--- config.mk ---
export PLATFORM = sky130hd
export DESIGN_NAME = monitor_command_token_parser_top
export DESIGN_NICKNAME = d
export VERILOG_FILES = /design/src/rtl/mctp_pkg.sv /design/src/rtl/mctp_fifo.sv /design/src/rtl/mctp_front.sv /design/src/rtl/mctp_back.sv /design/src/rtl/monitor_command_token_parser_top.sv
export SDC_FILE = /design/constraint.sdc
export NUM_CORES = 1
export LEC_CHECK = 0
export BUFFER_PORTS_ARGS = -buffer_cell sky130_fd_sc_hd__buf_2
export CORE_ASPECT_RATIO = 0.8
export CORE_MARGIN = 1.5
export CORE_UTILIZATION = 60
export DETAILED_ROUTE_END_ITERATION = 16
export MAX_ROUTING_LAYER = met4
export PLACE_DENSITY = 0.79
export SLEW_MARGIN = 10
export SYNTH_ARGS = -nofsm -noshare
export SYNTH_HDL_FRONTEND = slang
export SYNTH_SLANG_ARGS = --single-unit
--- constraint.sdc ---
create_clock -name clk -period 5.45 [get_ports clk]
set_input_delay 0.545 -clock clk [delete_from_list [all_inputs] [get_ports clk]]
set_output_delay 0.545 -clock clk [all_outputs]
set_load 0.05 [all_outputs]
--- src/rtl/mctp_pkg.sv ---
package mctp_pkg;

  // Result status codes
  typedef enum logic [1:0] {
    ST_OK      = 2'd0,
    ST_LEN_ERR = 2'd1,
    ST_VAL_ERR = 2'd2,
    ST_RX_ERR  = 2'd3
  } mctp_status_t;

  // Token kinds
  typedef enum logic [2:0] {
    KIND_HEX     = 3'd0,
    KIND_OFFSET  = 3'd1,
    KIND_SEGMENT = 3'd2,
    KIND_COUNT   = 3'd3,
    KIND_UNKNOWN = 3'd4
  } mctp_kind_t;

  localparam logic [7:0] CHAR_SPACE = 8'h20;
  localparam logic [7:0] CHAR_DEL   = 8'h7F;
  localparam logic [7:0] CHAR_O     = 8'h4F;
  localparam logic [7:0] CHAR_S     = 8'h53;
  localparam logic [7:0] CHAR_L     = 8'h4C;
  localparam int unsigned HEX_LEN_MAX = 4;

  // Item handed from the tokeniser to the command stage
  typedef struct packed {
    logic        rx_err;
    logic [7:0]  lead;
    logic [4:0]  len;
    logic        hex_len_ok;
    logic        len_one;
    logic [15:0] accum;
    logic        bad;
  } mctp_event_t;

  // Result item
  typedef struct packed {
    mctp_status_t status;
    mctp_kind_t   kind;
    logic         done_res;
    logic [7:0]   first_char;
    logic [4:0]   token_length;
    logic [15:0]  value;
    logic [15:0]  offset;
    logic [15:0]  segment;
    logic [15:0]  count;
  } mctp_result_t;

  function automatic logic [7:0] to_upper(input logic [7:0] c);
    logic [7:0] r;
    r = c;
    if (c >= 8'h61 && c <= 8'h7A) r = c - 8'h20;
    return r;
  endfunction

  // Bit 4 set means not a hex digit
  function automatic logic [4:0] digit_of(input logic [7:0] c);
    logic [4:0] r;
    r = 5'h10;
    if (c >= 8'h30 && c <= 8'h39) r = {1'b0, c[3:0]};
    else if (c >= 8'h41 && c <= 8'h46) r = {1'b0, c[3:0] + 4'd9};
    return r;
  endfunction

endpackage

--- src/rtl/mctp_fifo.sv ---
module mctp_fifo #(
  parameter int unsigned WIDTH = 8,
  parameter int unsigned DEPTH = 2
) (
  input  logic             clk,
  input  logic             rst,
  input  logic             wr_en,
  input  logic [WIDTH-1:0] wr_data,
  output logic             full,
  input  logic             rd_en,
  output logic [WIDTH-1:0] rd_data,
  output logic             empty
);

  localparam int unsigned AW = $clog2(DEPTH);
  localparam logic [AW:0] FULL_CNT = (AW + 1)'(DEPTH);

  logic [WIDTH-1:0] mem [DEPTH];
  logic [AW-1:0]    wr_ptr;
  logic [AW-1:0]    rd_ptr;
  logic [AW:0]      fill;
  logic             do_wr;
  logic             do_rd;

  assign full    = (fill == FULL_CNT);
  assign empty   = (fill == '0);
  assign do_wr   = wr_en && !full;
  assign do_rd   = rd_en && !empty;
  assign rd_data = mem[rd_ptr];

  // Store the incoming item
  always_ff @(posedge clk) begin
    if (do_wr) mem[wr_ptr] <= wr_data;
  end

  // Advance pointers and fill level
  always_ff @(posedge clk) begin
    if (rst) begin
      wr_ptr <= '0;
      rd_ptr <= '0;
      fill   <= '0;
    end else begin
      if (do_wr) wr_ptr <= wr_ptr + 1'b1;
      if (do_rd) rd_ptr <= rd_ptr + 1'b1;
      if (do_wr && !do_rd) fill <= fill + 1'b1;
      else if (do_rd && !do_wr) fill <= fill - 1'b1;
    end
  end

endmodule

--- src/rtl/mctp_front.sv ---
module mctp_front import mctp_pkg::*; #(
  parameter int unsigned TOKEN_MAX = 16
) (
  input  logic        clk,
  input  logic        rst,
  input  logic        push,
  input  logic [7:0]  ch,
  input  logic        rx_error,
  input  logic        ev_full,
  output logic        ev_push,
  output mctp_event_t ev
);

  localparam int unsigned CW = $clog2(TOKEN_MAX + 2);
  localparam logic [CW-1:0] CNT_MAX = CW'(TOKEN_MAX);
  localparam logic [CW-1:0] CNT_HEX = CW'(HEX_LEN_MAX);

  logic          in_token;
  logic [CW-1:0] char_count;
  logic [7:0]    lead_char;
  logic [15:0]   hex_accum;
  logic          bad_digit_seen;

  logic          in_token_next;
  logic [CW-1:0] char_count_next;
  logic [7:0]    lead_char_next;
  logic [15:0]   hex_accum_next;
  logic          bad_digit_seen_next;

  logic          accept;
  logic          is_sep;
  logic [7:0]    up;
  logic [4:0]    dig;
  logic [CW-1:0] base_cnt;
  logic [7:0]    base_lead;
  logic [15:0]   base_acc;
  logic          base_bad;
  logic [CW-1:0] fin_cnt;

  assign accept = push && !ev_full;
  assign is_sep = (ch <= CHAR_SPACE) || (ch >= CHAR_DEL);
  assign up     = to_upper(ch);
  assign dig    = digit_of(up);

  // Classify the character and build the token state
  always_comb begin
    base_cnt  = in_token ? char_count : '0;
    base_lead = in_token ? lead_char : up;
    base_acc  = in_token ? hex_accum : '0;
    base_bad  = in_token ? bad_digit_seen : 1'b0;

    in_token_next       = in_token;
    char_count_next     = char_count;
    lead_char_next      = lead_char;
    hex_accum_next      = hex_accum;
    bad_digit_seen_next = bad_digit_seen;
    ev_push             = 1'b0;
    fin_cnt             = char_count;

    ev.rx_err = 1'b0;
    ev.lead   = lead_char;
    ev.accum  = hex_accum;
    ev.bad    = bad_digit_seen;

    if (accept) begin
      if (rx_error) begin
        // Abort any partial token
        ev_push       = 1'b1;
        ev.rx_err     = 1'b1;
        ev.lead       = in_token ? lead_char : 8'h00;
        fin_cnt       = in_token ? char_count : '0;
        in_token_next = 1'b0;
      end else if (is_sep) begin
        // Close an open token, skip otherwise
        ev_push       = in_token;
        in_token_next = 1'b0;
      end else begin
        char_count_next = base_cnt + 1'b1;
        lead_char_next  = base_lead;
        if (char_count_next > CNT_MAX) begin
          // Overflowing character ends the token
          ev_push       = 1'b1;
          ev.lead       = base_lead;
          ev.accum      = base_acc;
          ev.bad        = base_bad;
          fin_cnt       = char_count_next;
          in_token_next = 1'b0;
        end else begin
          in_token_next       = 1'b1;
          hex_accum_next      = base_acc;
          bad_digit_seen_next = base_bad;
          if (!base_bad) begin
            if (dig[4]) begin
              hex_accum_next      = {base_acc[11:0], 4'h0};
              bad_digit_seen_next = 1'b1;
            end else begin
              hex_accum_next = {base_acc[11:0], dig[3:0]};
            end
          end
        end
      end
    end

    ev.len        = 5'(fin_cnt);
    ev.hex_len_ok = (fin_cnt != '0) && (fin_cnt <= CNT_HEX);
    ev.len_one    = (fin_cnt == CW'(1));
  end

  // Hold token state
  always_ff @(posedge clk) begin
    if (rst) begin
      in_token       <= 1'b0;
      char_count     <= '0;
      lead_char      <= '0;
      hex_accum      <= '0;
      bad_digit_seen <= 1'b0;
    end else begin
      in_token       <= in_token_next;
      char_count     <= char_count_next;
      lead_char      <= lead_char_next;
      hex_accum      <= hex_accum_next;
      bad_digit_seen <= bad_digit_seen_next;
    end
  end

endmodule

--- src/rtl/mctp_back.sv ---
module mctp_back import mctp_pkg::*; (
  input  logic         clk,
  input  logic         rst,
  input  logic         ev_empty,
  input  mctp_event_t  ev,
  output logic         ev_pop,
  input  logic         res_full,
  output logic         res_push,
  output mctp_result_t res
);

  logic [15:0] last_value;
  logic [15:0] offset_reg;
  logic [15:0] segment_reg;
  logic [15:0] count_reg;

  logic [15:0] last_value_next;
  logic [15:0] offset_reg_next;
  logic [15:0] segment_reg_next;
  logic [15:0] count_reg_next;

  logic         take;
  logic         lead_hex;
  logic         lead_letter;
  mctp_status_t st;
  mctp_kind_t   kd;
  logic         dn;

  assign take     = !ev_empty && !res_full;
  assign ev_pop   = take;
  assign res_push = take;
  assign lead_hex = (digit_of(ev.lead) <= 5'h0F);
  assign lead_letter = (ev.lead == CHAR_O) || (ev.lead == CHAR_S) || (ev.lead == CHAR_L);

  // Carry out the command
  always_comb begin
    last_value_next  = last_value;
    offset_reg_next  = offset_reg;
    segment_reg_next = segment_reg;
    count_reg_next   = count_reg;
    st = ST_OK;
    kd = KIND_HEX;
    dn = 1'b0;

    if (ev.rx_err) begin
      st = ST_RX_ERR;
    end else if (lead_hex) begin
      dn = 1'b1;
      if (!ev.hex_len_ok) begin
        st              = ST_LEN_ERR;
        last_value_next = '0;
      end else begin
        st              = ev.bad ? ST_VAL_ERR : ST_OK;
        last_value_next = ev.accum;
      end
    end else if (lead_letter) begin
      kd = (ev.lead == CHAR_O) ? KIND_OFFSET :
           (ev.lead == CHAR_S) ? KIND_SEGMENT : KIND_COUNT;
      if (!ev.len_one) begin
        st = ST_LEN_ERR;
      end else begin
        dn = 1'b1;
        unique case (kd)
          KIND_OFFSET:  offset_reg_next  = last_value;
          KIND_SEGMENT: segment_reg_next = last_value;
          default:      count_reg_next   = last_value;
        endcase
      end
    end else begin
      kd = KIND_UNKNOWN;
    end

    res.status       = st;
    res.kind         = kd;
    res.done_res     = dn;
    res.first_char   = ev.lead;
    res.token_length = ev.len;
    res.value        = last_value_next;
    res.offset       = offset_reg_next;
    res.segment      = segment_reg_next;
    res.count        = count_reg_next;
  end

  // Hold the monitor registers
  always_ff @(posedge clk) begin
    if (rst) begin
      last_value  <= '0;
      offset_reg  <= '0;
      segment_reg <= '0;
      count_reg   <= '0;
    end else if (take) begin
      last_value  <= last_value_next;
      offset_reg  <= offset_reg_next;
      segment_reg <= segment_reg_next;
      count_reg   <= count_reg_next;
    end
  end

`ifndef SYNTHESIS
  a_offset_only_on_set: assert property (@(posedge clk) disable iff (rst)
    !(take && !ev.rx_err && ev.lead == CHAR_O && ev.len_one) |=> $stable(offset_reg))
    else $error("offset changed without a set-offset item");

  a_segment_only_on_set: assert property (@(posedge clk) disable iff (rst)
    !(take && !ev.rx_err && ev.lead == CHAR_S && ev.len_one) |=> $stable(segment_reg))
    else $error("segment changed without a set-segment item");

  a_count_only_on_set: assert property (@(posedge clk) disable iff (rst)
    !(take && !ev.rx_err && ev.lead == CHAR_L && ev.len_one) |=> $stable(count_reg))
    else $error("count changed without a set-count item");

  a_value_only_on_hex: assert property (@(posedge clk) disable iff (rst)
    !(take && !ev.rx_err && lead_hex) |=> $stable(last_value))
    else $error("value changed without a hex item");
`endif

endmodule

--- src/rtl/monitor_command_token_parser_top.sv ---
// A result reaches the result ports once the item ending its token has been written to the
// event queue and then to the result queue. One item per cycle is taken while full is low,
// with a two-entry queue between tokeniser and command stage and one on the result side.
// Separators outside a token and characters inside a token within TOKEN_MAX give no result.
// Reset (synchronous, active high) clears token state, monitor registers and both queues.
module monitor_command_token_parser_top import mctp_pkg::*; #(
  parameter int unsigned TOKEN_MAX = 16
) (
  input  logic        clk,
  input  logic        rst,
  input  logic        push,
  output logic        full,
  input  logic [7:0]  ch,
  input  logic        rx_error,
  output logic        empty,
  input  logic        pop,
  output logic [1:0]  status,
  output logic [2:0]  kind,
  output logic        done_res,
  output logic [7:0]  first_char,
  output logic [4:0]  token_length,
  output logic [15:0] value,
  output logic [15:0] offset,
  output logic [15:0] segment,
  output logic [15:0] count
);

  localparam int unsigned EV_W  = $bits(mctp_event_t);
  localparam int unsigned RES_W = $bits(mctp_result_t);

  logic         ev_push;
  logic         ev_full;
  logic         ev_empty;
  logic         ev_pop;
  mctp_event_t  ev_in;
  mctp_event_t  ev_out;
  logic         res_push;
  logic         res_full;
  mctp_result_t res_in;
  mctp_result_t res_out;

  assign full = ev_full;

  // Tokeniser
  mctp_front #(.TOKEN_MAX(TOKEN_MAX)) u_front (
    .clk      (clk),
    .rst      (rst),
    .push     (push),
    .ch       (ch),
    .rx_error (rx_error),
    .ev_full  (ev_full),
    .ev_push  (ev_push),
    .ev       (ev_in)
  );

  // Queue between tokeniser and command stage
  mctp_fifo #(.WIDTH(EV_W), .DEPTH(2)) u_ev_q (
    .clk     (clk),
    .rst     (rst),
    .wr_en   (ev_push),
    .wr_data (ev_in),
    .full    (ev_full),
    .rd_en   (ev_pop),
    .rd_data (ev_out),
    .empty   (ev_empty)
  );

  // Command stage
  mctp_back u_back (
    .clk      (clk),
    .rst      (rst),
    .ev_empty (ev_empty),
    .ev       (ev_out),
    .ev_pop   (ev_pop),
    .res_full (res_full),
    .res_push (res_push),
    .res      (res_in)
  );

  // Result queue
  mctp_fifo #(.WIDTH(RES_W), .DEPTH(2)) u_res_q (
    .clk     (clk),
    .rst     (rst),
    .wr_en   (res_push),
    .wr_data (res_in),
    .full    (res_full),
    .rd_en   (pop),
    .rd_data (res_out),
    .empty   (empty)
  );

  assign status       = res_out.status;
  assign kind         = res_out.kind;
  assign done_res     = res_out.done_res;
  assign first_char   = res_out.first_char;
  assign token_length = res_out.token_length;
  assign value        = res_out.value;
  assign offset       = res_out.offset;
  assign segment      = res_out.segment;
  assign count        = res_out.count;

endmodule
==> reports/results.env, run 1 <==
NETSWITCHINGFRACTION=0.367
CORE_SQ_MM=0.0227
CTS_HOLD_REPAIR.BUFFERS=0
TIMING.HOLD.WORST_ENDPOINT='u_front.lead_char[4]'
FINAL_MAX_SLEW_VIOL_COUNT=0
DETAIL_ROUTE.DRC_VIOLATIONS=0
POST-SYNTH-TOP-COUNT-CELL='edfxtp_1'
REGTOREGSETUPSLACK_PS=1710
CLK_TRANSITION_REPORTED_PATHS_PS=60
SYNTH_AREA_LEADERS='edfxtp_1 50%, dfxtp_1 15%, mux2_2 13%'
INITIAL_UTILIZATION=0.618
SYNTH_WARNINGS=0
CTS.REPAIR.RESIZED=0
WORSTHOLDSTART='ch[4]'
CTS.SINKS=337
VIAS=8163
LAYOUT-DRIVE-GT1-SHARE=0.289
FINAL.PERIOD_UTILIZATION=0.687
TRITONCTS='built'
ANT_NETS=0
SYNTH_SEQ_AREA_SHARE=0.645
SYN-NUM-NETS=1051
SETUP.WORST_PATH.END_CLASS='register'
SYNTH_ASYNC_SR_FLOP_SHARE=0
POWER.DENSITY_mW_PER_MM2=533
CLOCK_PATH_BUFFERS=3
WHS_PATH_DEPTH=3
MAX-CAP-VIOLATIONS=0
POST-DP-HPWL_UM=16700
CRITICAL_PATH.MAX_FANOUT=43
NETLIST_TOP_CELLS_COUNT='232 x edfxtp_1, 157 x mux2_2, 123 x nor2_1, 105 x dfxtp_1, 86 x mux2i_1'
RSZ0062_AT_GRT='false'
TRITONCTS.NUM_BUFFERS=34
SYN_INST=1025
GRT_START_MAX_NET_PINS=106
DRT_FIRST_PASS_ITERS=5
FINAL.MIN_CLOCK_PERIOD_PS=3740
DIODES=0
DESIGN.DIE.AREA_SQ_MM=0.0244
MAX_FLOP_REGISTER='u_res_q.mem'
WORSTHOLDPATHTYPE='input port to register'
H-TREE-DEPTH=2
SLEW-LIMIT-HEADROOM=0.234
CLK_LATENCY_PS=510
PWR-SHARE-SEQ=0.415
P_LEAK_uW=0.00613
CRIT-REG2REG-CAPTURE='u_back.last_value[4]'
WORST_R2R_PATH_DEPTH=8
YS_DOMINANT_REG_CELL='edfxtp_1'
ROUTE.DETAILED.WL_PER_INST_UM=18.5
SYNTH_AREA_PER_CELL_SQ_UM=13.7
DRT_FIRST_ITER_VIOLATIONS=678
CHIPHEIGHT_UM=140
GP_ROUTABILITY_CONGESTION=0.847
SYNTH_EDF_COUNT=232
INTERNAL_POWER_uW=5330
START_KIND='register'
GRT_PASS1_VIAS=8293
TRACK_USAGE=0.231
DIE-WIDTH_UM=174
SYNTHDOMINANTCELLAREASHARE=0.496
M1WIRELENGTH_UM=12600
NETLIST_AREA_SQ_MM=0.0141
WORST_IR_DROP_VDD_V=0.000419
CP_DATA_REQUIRED_TIME_PS=5790
CTS_SETUP_BUFFERS=0
SYNTH_TOP_AREA_CELL='edfxtp_1'
AREA_DELTA_SYNTH_FINAL_PCT=12.5
LARGEST_REGISTER_FFS=166
FLOORPLAN.ROWS=49
HIGHEST_METAL_LAYER_USED_BY_THE_DETAILED_ROUTER='met4'
FINAL_HOLD_VIOL_COUNT=0
FINAL_SETUP_VIOLS=0
SYNTH_CELL_TYPES=57
POST-ROUTE-WORST-SETUP-SLACK_PS=1710
VIASPERCELL=5.69
WL_MET2_UM=12100
DR_WL_MET3_UM=1360
WORST-SETUP-PATH-TYPE='register to register'
FINISH.NET_COUNT=1130
MAXCLOCKFREQUENCY_GHz=0.267
RUN_STATUS='finished clean'
POWER.NET_SWITCHING_uW=3090
SUM_OF_NEGATIVE_SETUP_SLACK_PS=0
IO_BUFFERS=97
FIN_WORST_SKEW_PS=23.5
CLOCK_POWER_SHARE=0.266
DESIGN.PORTCOUNT=98
WORST_EP_ARRIVAL_TIME_PS=4080
COMB_POWER_SHARE=0.319
GRT_PASS1_WL_UM=43300
DETAILEDPLACE.WORSTSLACK_PS=1710
DRT_WL_TOTAL_UM=26500
LARGEST_REGISTERS='u_res_q.mem (166), u_ev_q.mem (66)'
WORST_PIN_SLEW_PS=1150
GRT_ANTENNA_BEFORE_REPAIR=0
SYNTH-SEQ-CELLS=337
GRT_OVERFLOW=0
CTS.ROOT.BUFFER_CELL='clkbuf_16'
## kinds of logic (layout without fill, tap and decap cells)
group                      Yosys count  count (layout)  synth area share
xor gates and xnor gates            12              12           0.00748
adders and majority gates           13              13            0.0116
buffers and inverters               80             183            0.0239
DFF                                337             337             0.645
AOI/OAI and AO/OA                   88              88            0.0410
muxes                              243             243             0.187
and+or+nand+nor                    252             252            0.0837
## per-layer routing
metal | vias to the layer above | track usage
met3 | 44 | 0.0361
met5 | - | -
met2 | 213 | 0.353
met1 | 4003 | 0.324
met4 | 0 | 0.0640
li1 | 3903 | -
## worst max-delay path, stage by stage, from the launching register on
cell	delay (ps)
dfxtp_2	1030
mux2i_1	380
ha_1	240
o221ai_1	120
o211ai_1	150
nand4_2	570
nor2_4	730
mux2i_1	280
nor2_1	70
## cell usage in the layout, fill, tap and decap left out, types with 3 or more instances in the layout
cell type / synthesis / final
a21o_1: 4 / 4
a21oi_1: 26 / 26
a22oi_1: 12 / 12
and2_1: 13 / 13
buf_2: 10 / 97
buf_4: 0 / 10
clkbuf_1: 47 / 10
clkbuf_16: 0 / 35
clkbuf_8: 0 / 3
clkinv_1: 0 / 6
dfxtp_1: 105 / 103
edfxtp_1: 232 / 232
ha_1: 13 / 13
inv_1: 16 / 16
mux2_2: 157 / 157
mux2i_1: 86 / 86
nand2_1: 52 / 52
nand2b_1: 6 / 6
nand3_1: 22 / 22
nand3b_1: 6 / 6
nand4_1: 3 / 3
nor2_1: 123 / 121
nor2_4: 1 / 3
nor2b_1: 4 / 3
o211ai_1: 4 / 4
o21ai_0: 20 / 20
o22ai_1: 3 / 3
or3_1: 3 / 3
xnor2_1: 4 / 4
xor2_1: 8 / 8
## final cells by class
| type | instances | area [sq um] |
|---|---|---|
| clock buffers | 48 | 955 |
| clock inverters | 12 | 113 |
| fillers | 1583 | 6930 |
| inverters | 16 | 60.1 |
| multi-input cells | 608 | 4670 |
| flip-flops and latches | 337 | 9070 |
| well taps | 306 | 383 |
| repair buffers | 107 | 561 |
## how the worst max path moves through the flow
stage / from / to / cells after the start
6_report: register / u_back.last_value[4] / 8
5_1_grt: register / u_back.last_value[15] / 8
4_1_cts: register / u_back.last_value[4] / 8
3_5_place_dp: register / u_back.last_value[4] / 8
3_3_place_gp: register / u_back.last_value[6] / 8
2_1_floorplan: u_res_q.fill[0] / u_res_q.mem[0][0] / 2
## power by group through the flow
stage	combinational (uW)	sequential [uW]	clock [uW]
floorplan	2230	3450	0
global placement	2690	3530	0
detailed placement	2700	3560	0
CTS	2720	3500	2270
global route	2830	3550	2370
finish	2690	3490	2240
## through the flow
stage	util	cell area (sq um)	total power, uW	hold WS, ps	std cells
detailed placement	0.648	14700	6250	440	1374
global route	0.695	15800	8740	382	1434
CTS	0.695	15800	8490	355	1434
floorplan	-	14100	5680	427	1025
global placement	0.648	14700	6220	434	1374
finish	0.695	15800	8420	370	1434
(Power assumes the default switching activity.)
==> run 2: changes to the inputs <==
- CORE_UTILIZATION: 60 -> 54
- PLACE_DENSITY: 0.79 -> 0.75
- clock period: 5.45 -> 3.16 ns (I/O delays scaled with it)
==> run 2 against run 1 <==
Effect of this change: die area increased by 11%; sequential cell count unchanged; utilization decreased by 6.0 points; first-iteration DRC count decreased by 1.3%; critical path depth increased by 1; via count increased by 0.94%.
==> reports/results.env, run 2 (same netlist as run 1, synthesis figures left out) <==
RUN_STATUS='finished clean'
TRITONCTS.NUM_BUFFERS=34  # unchanged
DRT_WL_TOTAL_UM=27300  # +2.8%
REGTOREGSETUPSLACK_PS=230  # -1480 ps
INITIAL_UTILIZATION=0.552  # -0.0654
TRITONCTS='built'
RSZ0062_AT_GRT='false'
WORST-SETUP-PATH-TYPE='register to register'
CRITICAL_PATH.MAX_FANOUT=8  # -81%
CLOCK_PATH_BUFFERS=3  # unchanged
START_KIND='register'
WORST_PIN_SLEW_PS=917  # -233 ps
MAX-CAP-VIOLATIONS=0  # unchanged
WORST_EP_ARRIVAL_TIME_PS=3210  # -870 ps
DIODES=0  # unchanged
TRACK_USAGE=0.214  # -0.0169
STARTPOINT='u_front.char_count[0]'
CTS_HOLD_REPAIR.BUFFERS=0  # unchanged
SLEW-LIMIT-HEADROOM=0.389  # +0.155
SETUP.WORST_PATH.END_CLASS='register'
GRT_PASS1_WL_UM=43700  # +1.0%
GRT_OVERFLOW=0  # unchanged
R2R_START='u_front.char_count[0]'
FINAL.PERIOD_UTILIZATION=0.929  # +0.242
CLK_TRANSITION_REPORTED_PATHS_PS=60  # about the same
VIASPERCELL=5.51  # -3.2%
LARGEST_REGISTERS='u_res_q.mem (166), u_ev_q.mem (66)'
POST-DP-HPWL_UM=17600  # +5.5%
ROUTE.DETAILED.WL_PER_INST_UM=18.2  # -1.4%
FINISH.NET_COUNT=1146  # +1.4%
CTS.SINKS=337  # unchanged
FINAL_HOLD_VIOL_COUNT=0  # unchanged
CRIT-REG2REG-CAPTURE='u_ev_q.mem[1][17]'
DIE-WIDTH_UM=183  # +5.3%
MAX_FLOP_REGISTER='u_res_q.mem'
SUM_OF_NEGATIVE_SETUP_SLACK_PS=0  # unchanged
CHIPHEIGHT_UM=147  # +5.3%
FINAL.MIN_CLOCK_PERIOD_PS=2930  # -809 ps
DRT_FIRST_PASS_ITERS=5  # unchanged
VIAS=8240  # +0.94%
CP_DATA_REQUIRED_TIME_PS=3430  # -2360 ps
IO_BUFFERS=97  # unchanged
ANT_NETS=0  # unchanged
WORST_R2R_PATH_DEPTH=9  # +1
FIN_WORST_SKEW_PS=8.45  # -15.0 ps
GP_ROUTABILITY_CONGESTION=0.840  # -0.78%
CORE_SQ_MM=0.0254  # +12%
PLACEDINSTANCEAREA_SQ_MM=0.0150  # +1.6%
GRT_PASS1_VIAS=8098  # -2.4%
FINAL_CELL_MIX='232 x edfxtp_1, 157 x mux2_2, 121 x nor2_1, 103 x dfxtp_1, 97 x buf_2'
P_LEAK_uW=0.00628  # +2.4%
FINAL_SETUP_VIOLS=0  # unchanged
CTS.ROOT.BUFFER_CELL='clkbuf_16'
LAYOUT-DRIVE-GT1-SHARE=0.305  # +0.0158
POWER.DENSITY_mW_PER_MM2=929  # +74%
LARGEST_REGISTER_FFS=166  # unchanged
LAYOUT_COMMONEST_CELL='edfxtp_1'
FINISH.INSTANCE_AREA_SQ_MM=0.0162  # +2.2%
CRITICAL_PATH.ENDPOINT='u_ev_q.mem[1][17]'
CLK_LATENCY_PS=510  # about the same
FLOORPLAN.ROWS=52  # +6.1%
DESIGN.PORTCOUNT=98  # unchanged
AREA_DELTA_SYNTH_FINAL_PCT=15.0
MAXCLOCKFREQUENCY_GHz=0.341  # +28%
DETAIL_ROUTE.DRC_VIOLATIONS=0  # unchanged
WORSTHOLDPATHTYPE='input port to register'
FINAL_MAX_SLEW_VIOL_COUNT=0  # unchanged
H-TREE-DEPTH=2  # unchanged
DRT_FIRST_ITER_VIOLATIONS=669  # -1.3%
GRT_START_MAX_NET_PINS=62  # -42%
GRT_ANTENNA_BEFORE_REPAIR=0  # unchanged
WORST_IR_DROP_VDD_V=0.000701  # +67%
DESIGN.DIE.AREA_SQ_MM=0.0270  # +11%
run 2: worst min path at each step:
stage                                startpoint                    to  slack, ps  cells past startpoint
after CTS                                 ch[4]  u_front.lead_char[4]        110                      3
after floorplan            u_front.lead_char[5]  u_front.lead_char[5]        430                      2
after global placement    u_front.hex_accum[13]     u_ev_q.mem[0][14]        440                      0
after global routing                      ch[4]  u_front.lead_char[4]        150                      3
after detailed placement   u_front.lead_char[3]  u_front.lead_char[3]        440                      2
final                                     ch[4]  u_front.lead_char[4]        130                      3
run 2: final cells by class:
type / count / area, sq um
fill: 1895 / 9270
sequential: 337 / 9070
multi-input combinational: 608 / 4680
clock buffer: 43 / 916
timing repair buffer: 123 / 731
tap: 351 / 439
clock inverter: 18 / 265
inverter: 16 / 60.1
run 2: timing repair:
item / in CTS / in global routing
hold endpoints to repair: 0 / 0
setup buffers: 0 / 0
endpoints found under the setup margin: 0 / 62
resized for setup: 0 / 2
run 2: routing by layer:
| layer | up-vias | GRT usage | part of all wire |
|---|---|---|---|
| met4 | 0 | 0.0586 | 0.020 |
| met2 | 201 | 0.325 | 0.46 |
| met3 | 49 | 0.0340 | 0.046 |
| met1 | 4049 | 0.300 | 0.48 |
| met5 | - | - | 0 |
| li1 | 3941 | - | - |
run 2: through the flow:
| stage | hold WS, ps | utilization | setup WS, ps | std cells | total power [uW] |
|---|---|---|---|---|---|
| after detailed placement | 443 | 0.589 | 116 | 1435 | 10900 |
| after CTS | 107 | 0.635 | 88.7 | 1496 | 15200 |
| after global placement | 441 | 0.589 | 206 | 1435 | 10800 |
| final | 128 | 0.636 | 225 | 1496 | 15000 |
| after global routing | 154 | 0.636 | 8.85 | 1496 | 15600 |
| after floorplan | 427 | - | -163 | 1025 | 9770 |
run 2: critical path, stage by stage, from the launching register on:
cell and delay [ps]:
dfxtp_1 470, and2_1 200, ha_1 270, nand3_1 120, xor2_1 220, nor3b_2 250, a21oi_1 140, o31ai_1 420
nand2_1 170, nor4b_1 440
run 2: where the power goes:
part | internal [uW] | switching (uW) | total, uW
Clock | 2630 | 1620 | 4250
Combinational | 1320 | 3530 | 4850
Sequential | 5640 | 273 | 5910
Total | 9590 | 5430 | 15000
